[src/hdl/wpst_pkg.sv]
// Shared types, constants and the arctangent table for the waypoint steering step.
// No dependencies; every other file in hdl/ imports this package.
package wpst_pkg;

    // Angle accumulator: 1/32768 degree, signed
    localparam int ANGLE_W = 25;
    localparam logic signed [ANGLE_W-1:0] QUARTER_TURN = 25'sd2949120;
    localparam logic signed [ANGLE_W-1:0] BEARING_MAX  = 25'sd23040;
    localparam logic signed [ANGLE_W-1:0] BEARING_MIN  = -25'sd23040;

    // Result word: 74 bits of fields, padded to whole bytes
    localparam int OUT_DATA_W  = 80;
    localparam int CFG_INDEX_W = 2;
    localparam int CFG_DATA_W  = 16;

    // Configuration register indexes
    localparam logic [CFG_INDEX_W-1:0] CFG_ARRIVE_RADIUS = 2'd0;
    localparam logic [CFG_INDEX_W-1:0] CFG_ANGLE_TOL     = 2'd1;
    localparam logic [CFG_INDEX_W-1:0] CFG_CRUISE_SPEED  = 2'd2;

    // Pre-rotation applied when the waypoint lies behind the vehicle
    typedef enum logic [1:0] {
        QUAD_NONE = 2'd0,
        QUAD_POS  = 2'd1,
        QUAD_NEG  = 2'd2
    } t_quad;

    typedef struct packed {
        logic [15:0] arrive_radius;
        logic [14:0] angle_tolerance;
        logic [6:0]  cruise_speed;
    } t_cfg;

    // atan(2^-i) in 1/32768 degree, rounded to nearest
    function automatic logic [20:0] atan_entry(input logic [4:0] idx);
        logic [20:0] v;
        begin
            case (idx)
                5'd0:    v = 21'd1474560;
                5'd1:    v = 21'd870484;
                5'd2:    v = 21'd459940;
                5'd3:    v = 21'd233473;
                5'd4:    v = 21'd117189;
                5'd5:    v = 21'd58652;
                5'd6:    v = 21'd29333;
                5'd7:    v = 21'd14667;
                5'd8:    v = 21'd7334;
                5'd9:    v = 21'd3667;
                5'd10:   v = 21'd1833;
                5'd11:   v = 21'd917;
                5'd12:   v = 21'd458;
                5'd13:   v = 21'd229;
                5'd14:   v = 21'd115;
                5'd15:   v = 21'd57;
                5'd16:   v = 21'd29;
                5'd17:   v = 21'd14;
                5'd18:   v = 21'd7;
                5'd19:   v = 21'd4;
                5'd20:   v = 21'd2;
                5'd21:   v = 21'd1;
                default: v = 21'd0;
            endcase
            return v;
        end
    endfunction

endpackage

[src/hdl/wpst_front.sv]
// Front end: takes input words, sign-extends the offsets and classifies them
// (magnitudes, zero offset, quadrant pre-rotation) into a job. Uses wpst_pkg.
module wpst_front import wpst_pkg::*; #(
    parameter int COORD_WIDTH = 16,
    parameter int IN_DATA_W   = 48,
    parameter int JOB_W       = 85
) (
    input  logic                 i_in_valid,
    input  logic [IN_DATA_W-1:0] i_in_data,
    output logic                 o_in_ready,
    output logic                 o_job_valid,
    output logic [JOB_W-1:0]     o_job,
    input  logic                 i_job_ready
);

    localparam int C = COORD_WIDTH;

    logic signed [C:0]  w_sx;
    logic signed [C:0]  w_sy;
    logic signed [C:0]  w_x0;
    logic signed [C:0]  w_y0;
    logic signed [C:0]  w_abs_x;
    logic signed [C:0]  w_abs_y;
    logic [15:0]        w_yaw;
    logic               w_zero;
    t_quad              w_quad;

    // Unpack and sign-extend
    assign w_sx  = (C+1)'($signed(i_in_data[C-1:0]));
    assign w_sy  = (C+1)'($signed(i_in_data[2*C-1:C]));
    assign w_yaw = i_in_data[2*C+15:2*C];

    assign w_abs_x = w_sx[C] ? -w_sx : w_sx;
    assign w_abs_y = w_sy[C] ? -w_sy : w_sy;
    assign w_zero  = (w_sx == '0) && (w_sy == '0);

    // Rotate by a quarter turn when the waypoint is behind
    always_comb begin
        if (!w_sx[C]) begin
            w_x0   = w_sx;
            w_y0   = w_sy;
            w_quad = QUAD_NONE;
        end else if (!w_sy[C]) begin
            w_x0   = w_sy;
            w_y0   = -w_sx;
            w_quad = QUAD_POS;
        end else begin
            w_x0   = -w_sy;
            w_y0   = w_sx;
            w_quad = QUAD_NEG;
        end
    end

    // Job layout from bit 0: |x|, |y|, x0, y0, quadrant, zero, yaw
    assign o_job = {w_yaw, w_zero, w_quad, w_y0, w_x0,
                    w_abs_y[C-1:0], w_abs_x[C-1:0]};
    assign o_job_valid = i_in_valid;
    assign o_in_ready  = i_job_ready;

endmodule

[src/hdl/wpst_queue.sv]
// Two-entry job queue between the front end and the back end.
// Holds job words of any width; imports wpst_pkg but takes nothing from it.
module wpst_queue import wpst_pkg::*; #(
    parameter int WIDTH = 85
) (
    input  logic             i_clk,
    input  logic             i_rst_n,
    input  logic             i_push_valid,
    input  logic [WIDTH-1:0] i_push_data,
    output logic             o_push_ready,
    output logic             o_pop_valid,
    output logic [WIDTH-1:0] o_pop_data,
    input  logic             i_pop_ready
);

    logic [WIDTH-1:0] r_mem [2];
    logic             r_wr_ptr;
    logic             r_rd_ptr;
    logic [1:0]       r_count;
    logic             w_push;
    logic             w_pop;

    assign o_push_ready = (r_count != 2'd2);
    assign o_pop_valid  = (r_count != 2'd0);
    assign w_push       = i_push_valid && o_push_ready;
    assign w_pop        = o_pop_valid && i_pop_ready;
    assign o_pop_data   = r_mem[r_rd_ptr];

    // Store entries
    always_ff @(posedge i_clk) begin
        if (w_push) begin
            r_mem[r_wr_ptr] <= i_push_data;
        end
    end

    // Advance pointers and fill count
    always_ff @(posedge i_clk) begin
        if (!i_rst_n) begin
            r_wr_ptr <= 1'b0;
            r_rd_ptr <= 1'b0;
            r_count  <= 2'd0;
        end else begin
            if (w_push) begin
                r_wr_ptr <= ~r_wr_ptr;
            end
            if (w_pop) begin
                r_rd_ptr <= ~r_rd_ptr;
            end
            if (w_push && !w_pop) begin
                r_count <= r_count + 2'd1;
            end else if (w_pop && !w_push) begin
                r_count <= r_count - 2'd1;
            end
        end
    end

`ifndef SYNTHESIS
    a_count_bound: assert property (@(posedge i_clk) disable iff (!i_rst_n)
        r_count != 2'd3)
        else $error("queue fill count out of range");
    a_count_up: assert property (@(posedge i_clk) disable iff (!i_rst_n)
        (w_push && !w_pop) |=> (r_count == $past(r_count) + 2'd1))
        else $error("queue fill count missed a push");
    a_ptr_gap: assert property (@(posedge i_clk) disable iff (!i_rst_n)
        (r_count == 2'd0 || r_count == 2'd2) |-> (r_wr_ptr == r_rd_ptr))
        else $error("queue pointers disagree with fill count");
`endif

endmodule

[src/hdl/wpst_back.sv]
// Back end: squares and sums the offsets, runs the vectoring CORDIC and the
// bit-pair square root side by side, then decides and registers the result. Uses wpst_pkg.
module wpst_back import wpst_pkg::*; #(
    parameter int COORD_WIDTH  = 16,
    parameter int INDEX_WIDTH  = 16,
    parameter int CORDIC_STEPS = 16,
    parameter int JOB_W        = 85
) (
    input  logic                  i_clk,
    input  logic                  i_rst_n,
    input  t_cfg                  i_cfg,
    input  logic                  i_job_valid,
    input  logic [JOB_W-1:0]      i_job,
    output logic                  o_job_ready,
    output logic                  o_out_valid,
    output logic [OUT_DATA_W-1:0] o_out_data,
    input  logic                  i_out_ready
);

    localparam int C      = COORD_WIDTH;
    localparam int NW     = 2 * C;
    localparam int CW     = C + 10;
    localparam int ITER_N = (C > CORDIC_STEPS) ? C : CORDIC_STEPS;
    localparam int CNT_W  = ($clog2(ITER_N + 1) > 5) ? $clog2(ITER_N + 1) : 5;

    typedef enum logic [5:0] {
        S_IDLE   = 6'b000001,
        S_SQ_X   = 6'b000010,
        S_SQ_Y   = 6'b000100,
        S_ITER   = 6'b001000,
        S_ROUND  = 6'b010000,
        S_DECIDE = 6'b100000
    } t_state;

    t_state                   r_state;
    t_state                   n_state;
    logic [CNT_W-1:0]         r_cnt;
    logic [C-1:0]             r_ax;
    logic [C-1:0]             r_ay;
    logic signed [CW-1:0]     r_cx;
    logic signed [CW-1:0]     r_cy;
    logic signed [ANGLE_W-1:0] r_cz;
    logic                     r_zero;
    logic signed [15:0]       r_yaw;
    logic [NW-1:0]            r_sq_n;
    logic [NW:0]              r_sq_r;
    logic [NW:0]              r_sq_b;
    logic [15:0]              r_dist;
    logic signed [15:0]       r_bear;
    logic [INDEX_WIDTH-1:0]   r_wp_cnt;
    logic                     r_out_valid;
    logic [OUT_DATA_W-1:0]    r_out;

    // Job fields
    logic [C-1:0]             w_j_ax;
    logic [C-1:0]             w_j_ay;
    logic [C:0]               w_j_x0;
    logic [C:0]               w_j_y0;
    t_quad                    w_j_quad;
    logic                     w_j_zero;
    logic [15:0]              w_j_yaw;
    logic signed [ANGLE_W-1:0] w_j_z0;

    logic [C-1:0]             w_mul_op;
    logic [NW-1:0]            w_sq;
    logic signed [CW-1:0]     w_dx;
    logic signed [CW-1:0]     w_dy;
    logic signed [ANGLE_W-1:0] w_atan;
    logic                     w_cord_on;
    logic                     w_sqrt_on;
    logic [NW+1:0]            w_trial;
    logic                     w_fit;
    logic                     w_up;
    logic [C:0]               w_root;
    logic [32:0]              w_root_ext;
    logic [15:0]              w_dist;
    logic signed [ANGLE_W-1:0] w_zr;
    logic signed [15:0]       w_bear;
    logic                     w_pop;
    logic                     w_issue;
    logic                     w_reached;
    logic [15:0]              w_bear_mag;
    logic                     w_in_tol;
    logic [6:0]               w_speed;
    logic signed [16:0]       w_target;
    logic [INDEX_WIDTH-1:0]   w_wp_next;
    logic [31:0]              w_wp_ext;

    // Unpack job
    assign w_j_ax   = i_job[C-1:0];
    assign w_j_ay   = i_job[2*C-1:C];
    assign w_j_x0   = i_job[3*C:2*C];
    assign w_j_y0   = i_job[4*C+1:3*C+1];
    assign w_j_quad = t_quad'(i_job[4*C+3:4*C+2]);
    assign w_j_zero = i_job[4*C+4];
    assign w_j_yaw  = i_job[4*C+20:4*C+5];

    always_comb begin
        unique case (w_j_quad)
            QUAD_POS: w_j_z0 = QUARTER_TURN;
            QUAD_NEG: w_j_z0 = -QUARTER_TURN;
            default:  w_j_z0 = '0;
        endcase
    end

    assign w_pop       = (r_state == S_IDLE) && i_job_valid;
    assign o_job_ready = (r_state == S_IDLE);

    // Shared squaring multiplier
    assign w_mul_op = (r_state == S_SQ_X) ? r_ax : r_ay;
    assign w_sq     = NW'(w_mul_op) * NW'(w_mul_op);

    // CORDIC micro-rotation
    assign w_dx      = r_cy >>> r_cnt;
    assign w_dy      = r_cx >>> r_cnt;
    assign w_atan    = $signed({4'd0, atan_entry(r_cnt[4:0])});
    assign w_cord_on = (r_cnt < CNT_W'(CORDIC_STEPS));

    // Square root bit pair
    assign w_sqrt_on = (r_cnt < CNT_W'(C));
    assign w_trial   = {1'b0, r_sq_r} + {1'b0, r_sq_b};
    assign w_fit     = {2'b00, r_sq_n} >= w_trial;

    // Round root to nearest, saturate to 16 bits
    assign w_up       = {1'b0, r_sq_n} > r_sq_r;
    assign w_root     = r_sq_r[C:0] + (C+1)'(w_up);
    assign w_root_ext = 33'(w_root);
    assign w_dist     = (|w_root_ext[32:16]) ? 16'hFFFF : w_root_ext[15:0];

    // Bearing: accumulator / 256 rounded half up, then clamp
    assign w_zr = (r_cz + ANGLE_W'(128)) >>> 8;
    always_comb begin
        priority if (r_zero) begin
            w_bear = '0;
        end else if (w_zr > BEARING_MAX) begin
            w_bear = 16'(BEARING_MAX);
        end else if (w_zr < BEARING_MIN) begin
            w_bear = 16'(BEARING_MIN);
        end else begin
            w_bear = 16'(w_zr);
        end
    end

    // Decision
    assign w_issue    = (r_state == S_DECIDE) && (!r_out_valid || i_out_ready);
    assign w_reached  = (r_dist <= i_cfg.arrive_radius);
    assign w_bear_mag = r_bear[15] ? 16'(-r_bear) : r_bear;
    assign w_in_tol   = (w_bear_mag < {1'b0, i_cfg.angle_tolerance});
    assign w_speed    = (!w_reached && w_in_tol) ? i_cfg.cruise_speed : 7'd0;
    assign w_target   = w_reached ? 17'sd0 : (17'(r_yaw) + 17'(r_bear));
    assign w_wp_next  = (w_reached && (r_wp_cnt != '1)) ? (r_wp_cnt + 1'b1) : r_wp_cnt;
    assign w_wp_ext   = 32'(w_wp_next);

    // Sequencer
    always_comb begin
        n_state = r_state;
        unique case (r_state)
            S_IDLE:   if (i_job_valid) n_state = S_SQ_X;
            S_SQ_X:   n_state = S_SQ_Y;
            S_SQ_Y:   n_state = S_ITER;
            S_ITER:   if (r_cnt == CNT_W'(ITER_N - 1)) n_state = S_ROUND;
            S_ROUND:  n_state = S_DECIDE;
            S_DECIDE: if (w_issue) n_state = S_IDLE;
            default:  n_state = S_IDLE;
        endcase
    end

    // Control registers
    always_ff @(posedge i_clk) begin
        if (!i_rst_n) begin
            r_state     <= S_IDLE;
            r_cnt       <= '0;
            r_wp_cnt    <= INDEX_WIDTH'(1);
            r_out_valid <= 1'b0;
        end else begin
            r_state <= n_state;
            if (r_state == S_SQ_Y) begin
                r_cnt <= '0;
            end else if (r_state == S_ITER) begin
                r_cnt <= r_cnt + 1'b1;
            end
            if (w_issue) begin
                r_wp_cnt    <= w_wp_next;
                r_out_valid <= 1'b1;
            end else if (i_out_ready) begin
                r_out_valid <= 1'b0;
            end
        end
    end

    // Datapath registers
    always_ff @(posedge i_clk) begin
        if (w_pop) begin
            r_ax   <= w_j_ax;
            r_ay   <= w_j_ay;
            r_cx   <= CW'($signed({w_j_x0, 8'd0}));
            r_cy   <= CW'($signed({w_j_y0, 8'd0}));
            r_cz   <= w_j_z0;
            r_zero <= w_j_zero;
            r_yaw  <= w_j_yaw;
        end
        if (r_state == S_SQ_X) begin
            r_sq_n <= w_sq;
        end
        if (r_state == S_SQ_Y) begin
            r_sq_n <= r_sq_n + w_sq;
            r_sq_r <= '0;
            r_sq_b <= (NW+1)'(1) << (NW - 2);
        end
        if (r_state == S_ITER) begin
            if (w_cord_on) begin
                if (r_cy > 0) begin
                    r_cx <= r_cx + w_dx;
                    r_cy <= r_cy - w_dy;
                    r_cz <= r_cz + w_atan;
                end else begin
                    r_cx <= r_cx - w_dx;
                    r_cy <= r_cy + w_dy;
                    r_cz <= r_cz - w_atan;
                end
            end
            if (w_sqrt_on) begin
                if (w_fit) begin
                    r_sq_n <= r_sq_n - NW'(w_trial);
                    r_sq_r <= (r_sq_r >> 1) + r_sq_b;
                end else begin
                    r_sq_r <= r_sq_r >> 1;
                end
                r_sq_b <= r_sq_b >> 2;
            end
        end
        if (r_state == S_ROUND) begin
            r_dist <= w_dist;
            r_bear <= w_bear;
        end
        if (w_issue) begin
            r_out <= {6'd0, w_wp_ext[15:0], r_dist, r_bear, w_target,
                      !w_reached, w_speed, w_reached};
        end
    end

    assign o_out_valid = r_out_valid;
    assign o_out_data  = r_out;

`ifndef SYNTHESIS
    a_counter_nonzero: assert property (@(posedge i_clk) disable iff (!i_rst_n)
        r_wp_cnt != '0)
        else $error("waypoint counter reached zero");
    a_counter_moves_on_arrival: assert property (@(posedge i_clk) disable iff (!i_rst_n)
        ($past(i_rst_n) && !$stable(r_wp_cnt)) |->
            $past(w_issue && w_reached))
        else $error("waypoint counter changed without an arrival");
    a_root_done: assert property (@(posedge i_clk) disable iff (!i_rst_n)
        (r_state == S_ROUND) |-> (r_sq_b == '0))
        else $error("square root not finished before rounding");
    a_iter_bound: assert property (@(posedge i_clk) disable iff (!i_rst_n)
        (r_state == S_ITER) |-> (r_cnt < CNT_W'(ITER_N)))
        else $error("iteration count overran");
`endif

endmodule

[src/hdl/waypoint_steering_step.sv]
// Waypoint steering step, top level: configuration registers, front end,
// job queue and back end. Depends on wpst_pkg, wpst_front, wpst_queue, wpst_back.
//
// Each input word carries a waypoint offset (rel_x, rel_y, signed Q8.8 m) and
// the current yaw; each yields exactly one result word with bearing, distance,
// speed command, target yaw and the waypoint number. The back end handles one
// item at a time; the CORDIC and the square root share one iteration loop.
// A two-entry queue lets the input side keep accepting while the back end
// works, and the result register lets the next item proceed while a result
// waits. Write configuration only while the block is idle.
module waypoint_steering_step import wpst_pkg::*; #(
    parameter int COORD_WIDTH  = 16,
    parameter int INDEX_WIDTH  = 16,
    parameter int CORDIC_STEPS = 16
) (
    input  logic                   i_clk,
    input  logic                   i_rst_n,
    // Configuration write port
    input  logic                   i_cfg_we,
    input  logic [CFG_INDEX_W-1:0] i_cfg_index,
    input  logic [CFG_DATA_W-1:0]  i_cfg_wdata,
    // Input stream
    input  logic                   s_axis_tvalid,
    output logic                   s_axis_tready,
    // tdata from bit 0: rel_x, rel_y, current_yaw, zero pad
    input  logic [((2*COORD_WIDTH+16+7)/8)*8-1:0] s_axis_tdata,
    // Result stream
    output logic                   m_axis_tvalid,
    input  logic                   m_axis_tready,
    // tdata from bit 0: waypoint_reached, speed_percent, yaw_valid, target_yaw,
    // bearing, distance, waypoint_number, zero pad
    output logic [OUT_DATA_W-1:0]  m_axis_tdata
);

    localparam int IN_DATA_W = ((2*COORD_WIDTH + 16 + 7) / 8) * 8;
    localparam int JOB_W     = 4*COORD_WIDTH + 21;

    t_cfg             r_cfg;
    logic             w_fq_valid;
    logic [JOB_W-1:0] w_fq_job;
    logic             w_fq_ready;
    logic             w_qb_valid;
    logic [JOB_W-1:0] w_qb_job;
    logic             w_qb_ready;

    // Configuration registers; unknown indexes are dropped
    always_ff @(posedge i_clk) begin
        if (!i_rst_n) begin
            r_cfg.arrive_radius   <= 16'd38;
            r_cfg.angle_tolerance <= 15'd640;
            r_cfg.cruise_speed    <= 7'd20;
        end else if (i_cfg_we) begin
            unique case (i_cfg_index)
                CFG_ARRIVE_RADIUS: r_cfg.arrive_radius   <= i_cfg_wdata;
                CFG_ANGLE_TOL:     r_cfg.angle_tolerance <= i_cfg_wdata[14:0];
                CFG_CRUISE_SPEED:  r_cfg.cruise_speed    <= i_cfg_wdata[6:0];
                default: ;
            endcase
        end
    end

    wpst_front #(
        .COORD_WIDTH (COORD_WIDTH),
        .IN_DATA_W   (IN_DATA_W),
        .JOB_W       (JOB_W)
    ) u_front (
        .i_in_valid  (s_axis_tvalid),
        .i_in_data   (s_axis_tdata),
        .o_in_ready  (s_axis_tready),
        .o_job_valid (w_fq_valid),
        .o_job       (w_fq_job),
        .i_job_ready (w_fq_ready)
    );

    wpst_queue #(
        .WIDTH (JOB_W)
    ) u_queue (
        .i_clk        (i_clk),
        .i_rst_n      (i_rst_n),
        .i_push_valid (w_fq_valid),
        .i_push_data  (w_fq_job),
        .o_push_ready (w_fq_ready),
        .o_pop_valid  (w_qb_valid),
        .o_pop_data   (w_qb_job),
        .i_pop_ready  (w_qb_ready)
    );

    wpst_back #(
        .COORD_WIDTH  (COORD_WIDTH),
        .INDEX_WIDTH  (INDEX_WIDTH),
        .CORDIC_STEPS (CORDIC_STEPS),
        .JOB_W        (JOB_W)
    ) u_back (
        .i_clk       (i_clk),
        .i_rst_n     (i_rst_n),
        .i_cfg       (r_cfg),
        .i_job_valid (w_qb_valid),
        .i_job       (w_qb_job),
        .o_job_ready (w_qb_ready),
        .o_out_valid (m_axis_tvalid),
        .o_out_data  (m_axis_tdata),
        .i_out_ready (m_axis_tready)
    );

endmodule
[config.mk]
export PLATFORM = sky130hd
export DESIGN_NAME = waypoint_steering_step
export DESIGN_NICKNAME = d
export VERILOG_FILES = /design/src/hdl/wpst_pkg.sv /design/src/hdl/wpst_front.sv /design/src/hdl/wpst_queue.sv /design/src/hdl/wpst_back.sv /design/src/hdl/waypoint_steering_step.sv
export SDC_FILE = /design/constraint.sdc
export NUM_CORES = 2
export LEC_CHECK = 0
export ABC_CLOCK_PERIOD_IN_PS = 9300
export BUFFER_PORTS_ARGS = -buffer_cell sky130_fd_sc_hd__buf_2
export CORE_ASPECT_RATIO = 0.9
export CORE_MARGIN = 3
export CORE_UTILIZATION = 58
export CTS_CLUSTER_SIZE = 8
export DETAILED_ROUTE_END_ITERATION = 10
export PLACE_DENSITY_LB_ADDON = 0.12
export SLEW_MARGIN = 20
export SYNTH_ARGS = -nofsm -noshare
export SYNTH_HDL_FRONTEND = slang
export SYNTH_SLANG_ARGS = --single-unit
[constraint.sdc]
create_clock -name i_clk -period 9.3 [get_ports i_clk]
set_input_delay 1.395 -clock i_clk [delete_from_list [all_inputs] [get_ports i_clk]]
set_output_delay 1.395 -clock i_clk [all_outputs]
set_load 0.005 [all_outputs]
==> results.toml <==
[grt]
grt_pass1_vias = 36470
grt_max_degree = 82
antenna_found_initial = 4
grt_pass1_wl_um = 194000
grt.total_usage = 0.280
overflow = 0

[floorplanning]
die_h_um = 276
die-area_mm2 = 0.0846
io-pin-count = 153
die_w_um = 306
start_util = 0.589
core_mm2 = 0.0799
placementRows = 98

[layout]
finalNetCount = 5906
num-fill-cells = 6704
final_common_cell = "nand2_1"
final_cells = 6378
layout-drive-gt1-share = 0.119
design_area_mm2 = 0.0523
final_cell_mix = "nand2_1, nor2_1, ha_1, inv_1, edfxtp_1"
syn2layout_area_growth_pct = 11.2
post-route-util = 0.655

[critical_path]
worst-setup-path-type = "reg2reg"
slowest_delay_ps = 540
crit_slowest_cell = "fa_1"
setup.worst_path.end_class = "register"
start_kind = "register"
worstPathArrival_ps = 9480
path_max_fanout = 8
path_common_cell = "fa_1"
cp.required_ps = 9810

[placed_design]
routabilityCongestion = 0.982
dp.cells = 6202
io_buffers = 146
placed_cell_area_mm2 = 0.0491
dp_hpwl_um = 90100

[detailed_routing]
drt-total-wl_um = 120000
drc_errors = 0
avgRoutedWirePerCell_um = 18.9
drt_iter0_drc = 3058
first_pass_iters = 8
postRouteAntennaNets = 0
num_vias = 37719
viasPerCell = 5.91

[timing]
final.min_clock_period_ps = 8960
setup_viol = 0
skew_ps = 32.2
period_share = 0.964
relSlewSlack = 0.341
tightestPinTransition_ps = 988
fmax_mhz = 112
slew_viol_final = 0
whs_ps = 450
finalHoldViolations = 0

[hold_path]
hold_path_class = "reg2reg"

[logic_synthesis]
ys_seq_elements = 592
synth-simple-area-share = 0.148
avgSynthCellArea_um2 = 9.23
ys_types = 95
syn_area_mm2 = 0.0471
synth_xor_xnor_area_share = 0.0742
synth_edf_count = 325
synth_top_family_by_area = "adder cells"
muxShareOfSynthArea = 0.0728
synth_compound_area_frac = 0.155
synth_flop_cell = "edfxtp_1"
yosys.area_share.adder = 0.179
ys_seq_area_frac = 0.321
syn_inst = 5101
async_flop_share = 0
yosys_warnings = 0

[clocking]
cts_buffers = 84
clock_sinks = 592
clock_latency_ps = 650
root_buffer = "clkbuf_16"
clk_pin_slew_worst_paths_ps = 50
htree_levels = 3
cts_tree = "yes"
clk_path_buf_depth = 3

[run]
drv_cap = 0

[run_status]
status = "finished clean"
==> cells in the mapped netlist (35+ instances only) <==
master / n / area (µm²)
a21o_1: 104 / 781
inv_1: 391 / 1470
a21boi_0: 43 / 323
nor3_1: 88 / 440
nand4_1: 40 / 250
fa_1: 168 / 3360
o211ai_1: 62 / 465
o21ai_0: 274 / 1370
mux4_2: 54 / 1220
mux2i_1: 133 / 1330
or3_1: 38 / 238
mux2_2: 70 / 788
nand2b_1: 62 / 388
edfxtp_1: 325 / 9760
nand2_1: 520 / 1950
nand3_1: 133 / 666
clkbuf_1: 144 / 541
ha_1: 405 / 5070
a31oi_1: 35 / 219
nor2b_1: 55 / 344
xor2_1: 139 / 1220
nor2_1: 431 / 1620
o21a_1: 50 / 375
dfxtp_1: 267 / 5350
xnor2_1: 260 / 2280
o31ai_1: 35 / 263
a21oi_1: 319 / 1600
==> path summary, 6_finish.rpt <==
path	start	endpoint	slack [ps]	cells after the start
worst max-delay path	u_back.r_state[4]	u_back.r_sq_n[31]	340	39
worst min-delay path	u_back.r_dist[2]	u_back.o_out_data[44]	450	0
worst max register to register	u_back.r_state[4]	u_back.r_sq_n[31]	340	39
worst min register to register	u_back.r_dist[2]	u_back.o_out_data[44]	450	0
==> routing by layer <==
metal / global-route usage / vias up / routed length [µm]
met2: 0.465 / 1013 / 57000
li1: - / 18462 / -
met4: 0.0737 / 0 / 2920
met3: 0.0383 / 170 / 6640
met1: 0.386 / 18074 / 53700
met5: 0 / - / 0
==> critical path: cells and delay by family, from the launching register on <==
family	cells	cell delay (ps)
adders and majority gates	8	3370
AOI/OAI and AO/OA	11	2290
and+or+nand+nor	8	1510
buffers and inverters	9	850
DFF	1	350
muxes	2	330
xor gates and xnor gates	1	120
==> timing repair <==
action,CTS,global route
pin swaps,2,61
setup endpoints to repair,5,10
setup buffers,0,24
gates resized for setup,6,130
hold buffers,0,0
==> state kept, by name (all words and copies together) (netlist names), 16 cells and up, named ones only <==
register / flops
u_queue.r_mem: 170
u_back.o_out_data: 74
r_cfg: 38
u_back.r_sq_b: 33
u_back.r_sq_r: 33
u_back.r_sq_n: 32
u_back.r_cx: 26
u_back.r_cy: 26
u_back.r_cz: 25
u_back.w_atan: 21
u_back.r_ax: 16
u_back.r_ay: 16
u_back.r_bear: 16
u_back.r_dist: 16
u_back.r_wp_cnt: 16
u_back.r_yaw: 16
==> metrics by stage <==
stage / TNS, ps / setup WS (ps)
floorplan: 0 / 92.5
detailed placement: -474 / -186
global route: -169 / -98.8
CTS: 0 / 36.6
finish: 0 / 337
global placement: 0 / 117
==> layout make-up <==
type / count / area [µm²] / share of cell area
clock inverters: 8 / 149 / 0.00284
multi-input cells: 3917 / 30200 / 0.578
diodes: 4 / 10.0 / 0.000191
clock buffers: 140 / 2310 / 0.0442
well taps: 1050 / 1310 / 0.0251
flip-flops and latches: 592 / 15100 / 0.289
repair buffers: 264 / 1680 / 0.0321
inverters: 403 / 1520 / 0.0290
==> logic make-up (layout without fill, tap and decap cells) <==
logic type               Yosys count  after routing
AO/OA/AOI/OAI                   1154           1154
adder cells (fa/ha/maj)          574            574
flip-flops                       592            592
XOR/XNOR                         399            399
multiplexers                     261            261
buffers and inverters            599            815
other                              1             12
AND/OR/NAND/NOR                 1521           1521
Power is left out: the tool's default activity adds up to more than one toggle a clock period on the data nets, which glitch-free logic cannot reach.
